--- config.mk ---
export PLATFORM = sky130hd
export DESIGN_NAME = swm_cell
export DESIGN_NICKNAME = d
export VERILOG_FILES = /design/src/swm_pkg.sv /design/src/swm_cell.sv
export SDC_FILE = /design/constraint.sdc
export NUM_CORES = 1
export LEC_CHECK = 0
export BUFFER_PORTS_ARGS = -buffer_cell sky130_fd_sc_hd__clkbuf_2
export CAP_MARGIN = 20
export CORE_MARGIN = 1
export CORE_UTILIZATION = 45
export CTS_CLUSTER_SIZE = 28
export DETAILED_ROUTE_END_ITERATION = 10
export PLACE_DENSITY = 0.75
export SYNTH_ARGS = -nofsm -noshare
export SYNTH_HDL_FRONTEND = slang
export SYNTH_SLANG_ARGS = --single-unit
--- constraint.sdc ---
create_clock -name clock -period 6.5 [get_ports clock]
set_input_delay 1.625 -clock clock [delete_from_list [all_inputs] [get_ports clock]]
set_output_delay 1.625 -clock clock [all_outputs]
set_load 0.1 [all_outputs]
--- src/swm_pkg.sv ---
`timescale 1ns / 1ps
`default_nettype none

package swm_pkg;

   // Default sizes
   localparam int WINDOW_MAX_DEF   = 64;
   localparam int SAMPLE_WIDTH_DEF = 32;

   // Width of the window size register
   localparam int CSR_WIDTH = 7;

   // Controls broadcast from the top level to every cell
   typedef struct packed {
      logic load;   // a request is taken this cycle
      logic full;   // window holds its full count, so the oldest entry leaves
   } swm_ctl_type;

endpackage

`default_nettype wire

--- src/swm_cell.sv ---
`timescale 1ns / 1ps
`default_nettype none

// One slot of the sorted window. Holds a sample and the ring slot it
// arrived in. Each request removes the oldest entry (when full) and
// inserts the new sample, using the neighbors' values and flags.
module swm_cell #(
   parameter int SAMPLE_WIDTH = swm_pkg::SAMPLE_WIDTH_DEF,
   parameter int TAG_W        = 6
) (
   input  wire                            clock,
   input  swm_pkg::swm_ctl_type           ctl,
   input  wire                            occupied,
   input  wire        [TAG_W-1:0]         new_tag,
   input  wire        [TAG_W-1:0]         old_tag,
   input  wire signed [SAMPLE_WIDTH-1:0]  sample,
   // from the left neighbor (lower rank)
   input  wire signed [SAMPLE_WIDTH-1:0]  left_val,
   input  wire        [TAG_W-1:0]         left_tag,
   input  wire                            left_gtp,
   input  wire                            left_del,
   // from the right neighbor (higher rank)
   input  wire signed [SAMPLE_WIDTH-1:0]  right_val,
   input  wire        [TAG_W-1:0]         right_tag,
   input  wire                            right_gtraw,
   // to the neighbors
   output logic signed [SAMPLE_WIDTH-1:0] val,
   output logic        [TAG_W-1:0]        tag,
   output logic                           gtraw,
   output logic signed [SAMPLE_WIDTH-1:0] lval,
   output logic        [TAG_W-1:0]        ltag,
   output logic                           gtp,
   output logic                           del
);

   logic signed [SAMPLE_WIDTH-1:0] val_ff, val_in;
   logic        [TAG_W-1:0]        tag_ff, tag_in;
   logic                           is_old;

   assign val = val_ff;
   assign tag = tag_ff;

   // Mark the oldest entry and everything above it as shifting down
   assign is_old = ctl.full && occupied && (tag_ff == old_tag);
   assign del    = left_del || is_old;

   // Empty slots compare as greater so the new sample lands at the end
   assign gtraw = !occupied || (val_ff > sample);

   // Contents after the oldest entry is dropped
   assign lval = del ? right_val   : val_ff;
   assign ltag = del ? right_tag   : tag_ff;
   assign gtp  = del ? right_gtraw : gtraw;

   // Insert: take the left entry, the new sample, or the contents after removal
   always_comb begin
      if (gtp && left_gtp) begin
         val_in = left_val;
         tag_in = left_tag;
      end else if (gtp) begin
         val_in = sample;
         tag_in = new_tag;
      end else begin
         val_in = lval;
         tag_in = ltag;
      end
   end

   always_ff @(posedge clock) begin
      if (ctl.load) begin
         val_ff <= val_in;
         tag_ff <= tag_in;
      end
   end

endmodule

`default_nettype wire

; ---- Word-level counts from Yosys, hierarchy flattened
; Index checks and enable logic that the tools add are counted.
[op_classes]
magnitude_cmp = 1
n_mux = 7
n_reduce_logical = 6
n_eq_ne = 1
[ops]
columns = cell, count
row1 = 32-bit 2-to-1 mux, 3
row2 = 32-bit greater-than comparator, 1
row3 = 6-bit 2-to-1 mux, 3
row4 = 6-bit == test, 1
row5 = 1-bit logical AND, 3
row6 = 1-bit logical OR, 2
row7 = 1-bit logical NOT, 1
row8 = 1-bit 2-to-1 mux, 1
[totals]
register_bits = 38
out_inout_bits = 79
in_bits = 127
elab_cells = 17

; ---- Longest topological paths before layout
[logic_depth]
depth_word = 6
mapped_depth = 10
mapped_depth_nobuf = 8

; ---- Least setup slack after synthesis
; No wires, ideal clock.
[synth_timing]
kind = input-to-output
from = input port sample[1]
to = output port gtraw
cell_stages = 10
n_path_buf = 2
path_slack_ns = 0.896
required_time_ns = 4.875
arrival_ns = 3.979
cell_sequence = inv_1 ha_1 nor2b_1 o211ai_1 a2111o_1 a311o_1 buf_6 buf_6 a21o_1 nand2_1
[synth_between]
elab_chain_cells = 2
[synth_lines]
columns = element, line_no
row1 = start: declaration, swm_cell.sv:16  ; input wire signed [SAMPLE_WIDTH-1:0] sample,
row2 = 32-bit greater-than comparator, swm_cell.sv:48  ; assign gtraw = !occupied || (val_ff > sample);
row3 = 1-bit logical OR, swm_cell.sv:48
row4 = end: declaration, swm_cell.sv:29  ; output logic gtraw,
; No other way between the ends.

; ---- Final worst setup path
[layout_timing]
from = input port old_tag[5]
to = output port lval[12]
[layout_between]
elab_chain_cells = 4
[layout_lines]
columns = element, line_no
row1 = start: declaration, swm_cell.sv:15  ; input wire [TAG_W-1:0] old_tag,
row2 = 6-bit == test, swm_cell.sv:44  ; assign is_old = ctl.full && occupied && (tag_ff == old_tag);
row3 = 1-bit logical AND, swm_cell.sv:44
row4 = 1-bit logical OR, swm_cell.sv:45  ; assign del = left_del || is_old;
row5 = 32-bit 2-to-1 mux, swm_cell.sv:51  ; assign lval = del ? right_val : val_ff;
row6 = end: declaration, swm_cell.sv:30  ; output logic signed [SAMPLE_WIDTH-1:0] lval,
; No other way between the ends.

==> out/qor.csv <==
stage,metric,value,unit
placement,Cells after DPL,906,
global_route,first-pass GRT wire length,27.3,mm
critical_path,WP data arrival,3.82,ns
cells_and_area,Post-Layout Inst Area,6510,um2
floorplan,die area,12300,um2
cts,# hold bufs at CTS,0,
floorplan,Core Box Area,11500,um2
cts,CTS Sinks,38,
cells_and_area,P&R area growth vs syn,22.3,%
yosys,Area contributors post-synth,"edfxtp_1 21%, a211oi_1 8.0%, mux2_2 8.0%",
sta,Fin Setup TNS,0,ns
cts,Clock Path Buffers,2,
flow_run,Max Cap Violations,0,
power_and_ir_drop,Peak VDD IR,0.156,mV
yosys,top post-synthesis cells by count,"72 x inv_1, 57 x a211oi_1, 48 x a21oi_1",
power_and_ir_drop,pwr/cell area,225,nW/um2
floorplan,Initial Util,46.4,%
detailed_routing,DRC viols,0,
detailed_routing,post-route ant nets,0,
cells_and_area,# nets final,930,
yosys,Post-Synthesis Cell Area,5320,um2
detailed_routing,Initial DRT Pass Iterations,5,
power_and_ir_drop,leakage power,2.92,nW
yosys,Synthesis Warnings,0,
cts,CTS tree,done,
critical_path,crit end category,output pin,
cells_and_area,Util after Layout,56.7,%
detailed_routing,Vias,5658,
yosys,"count leader, synth",inv_1,
critical_path,Worst Path Required,4.88,ns
yosys,#FFs+latches synth,38,
min_path,Worst Hold Class,reg -> reg,
global_route,initial antenna violation count,0,
critical_path,worst-path fanout max,92,
yosys,"Async S/R FF share, synth",0,%
sta,Worst Skew,0.00790,ns
sta,final hold violations,0,
floorplan,Horiz. Die Dim,111,um
placement,Buffers on Ports,205,
floorplan,row count,39,
sta,fmax,0.184,GHz
yosys,average size of a mapped cell,8.75,um2
yosys,Post-synth EDFFs,38,
sta,Max-slew headroom,24.3,%
yosys,post-synth net total,767,
cells_and_area,Fillers,1047,
cts,TritonCTS buffer count,5,
cts,clock insertion delay at the later pin of the skew report,0.29,ns
detailed_routing,DRT Wirelength,16.7,mm
sta,RSZ-0062 raised after global routing,no,
global_route,total global routing overflow,0,
placement,gpl congestion,0.782,
floorplan,die height,111,um
global_route,vias in the first global route,5481,
yosys,register area share after synthesis,21.4,%
yosys,Yosys top cell area share,21.4,%
cts,clock transition at the registers of the reported paths,0.06,ns
cells_and_area,Non-Filler Instances,915,
cts,Resize count post-CTS,0,
cts,CTS H-tree lvls,2,
cts,Post-CTS Setup Inserts,0,
cells_and_area,layout cells sized above 1,40.2,%
sta,period utilization,83.8,%
critical_path,WS Path Type,in -> out,
global_route,All-Layer GR Usage,26.6,%
detailed_routing,Iter 0 DRT Violations,433,
sta,Max Slew Vio Count,0,
sta,post-layout min period,5.45,ns
yosys,Synth area leader,edfxtp_1,
power_and_ir_drop,total power,1.46,mW
placement,Final HPWL DP,11.3,mm
global_route,pin count of the biggest net entering global routing,93,
detailed_routing,routed length per placed instance,18.2,um
floorplan,I/O pin count,206,
cts,clock root cell,clkbuf_16,
sta,# setup viols final,0,
critical_path,Startpoint Class,input port,
detailed_routing,Via density,6.18,
yosys,main flop type after synthesis,edfxtp_1,
sta,Worst Max-Slew Pin Slew,1.14,ns
status,outcome,finished clean,
placement,dpl cell area,6340,um2
cells_and_area,# diodes,0,
yosys,Netlist cell types,45,
yosys,Mapped Cells,608,
==> area by class of cell <==
class	instances	area [um2]	area share, %
flip-flops and latches	38	1140	17.5
inverters	72	270	4.15
repair buffers	216	1160	17.8
clock buffers	6	129	1.98
multi-input cells	438	3620	55.6
clock inverters	2	8.76	0.135
well taps	143	179	2.75
==> worst max-delay path, stage by stage <==
cell and delay (ns):
clkbuf_2 0.09, xor2_1 0.15, nor3_1 0.59, a21oi_4 0.10
buf_4 0.43, mux2_2 0.35, clkbuf_2 0.45
==> kinds of logic after synthesis <==
family / synth area share [%]
mux: 15.2
fa+ha+maj: 7.52
simple gates: 8.46
compound gates: 35.2
flops: 21.4
xor+xnor: 0.987
buf+inv: 11.2
==> stage by stage <==
stage / hold WS [ns] / setup WS, ns
global placement: 0.756 / 1.12
detailed placement: 0.776 / 1.06
global route: 0.823 / 0.917
floorplan: 1.22 / 0.896
finish: 0.780 / 1.05
CTS: 0.787 / 1.05
==> flip-flops by register name, summed over array words and instances (netlist names) <==
signal and flops:
tag 6, val 32
==> power by group <==
part           leakage, nW  internal [mW]  switching (mW)
logic                 2.47          0.215           0.664
clock network       0.0683          0.141           0.103
registers            0.378          0.309          0.0313
total                 2.92          0.665           0.799
==> final timing paths <==
check | start | endpoint | slack (ns) | depth (start not counted)
worst max-delay path | old_tag[5] | lval[12] | 1.05 | 7
worst min register to register | val[14] | val[14] | 0.78 | 2
worst min-delay path | val[14] | val[14] | 0.78 | 2
worst max register to register | val[27] | tag[2] | 2.56 | 7
==> placed cells by master (no fill, tap or decap), drive strengths merged, types with 5 or more instances in the layout <==
| cell | Yosys | routed |
|---|---|---|
| edfxtp | 38 | 38 |
| mux2 | 39 | 39 |
| nor2 | 38 | 38 |
| a211oi | 76 | 76 |
| inv | 72 | 72 |
| a21oi | 49 | 49 |
| buf | 34 | 13 |
| ha | 32 | 32 |
| nand2 | 46 | 46 |
| a311oi | 37 | 37 |
| clkbuf | 26 | 209 |
| nand4 | 8 | 8 |
| mux2i | 37 | 37 |
| o21ai | 5 | 5 |
| xor2 | 6 | 6 |
| a32oi | 37 | 37 |
==> metal layers <==
metal  global-route usage, %  vias to the layer above  share of wire (%)
met4                    6.67                        0               0.91
li1                        -                     2681                  -
met1                    35.3                     2649                 43
met3                    3.50                       12                7.3
met2                    45.5                      316                 49
met5                       0                        -                  0
(Power assumes the default switching activity.)
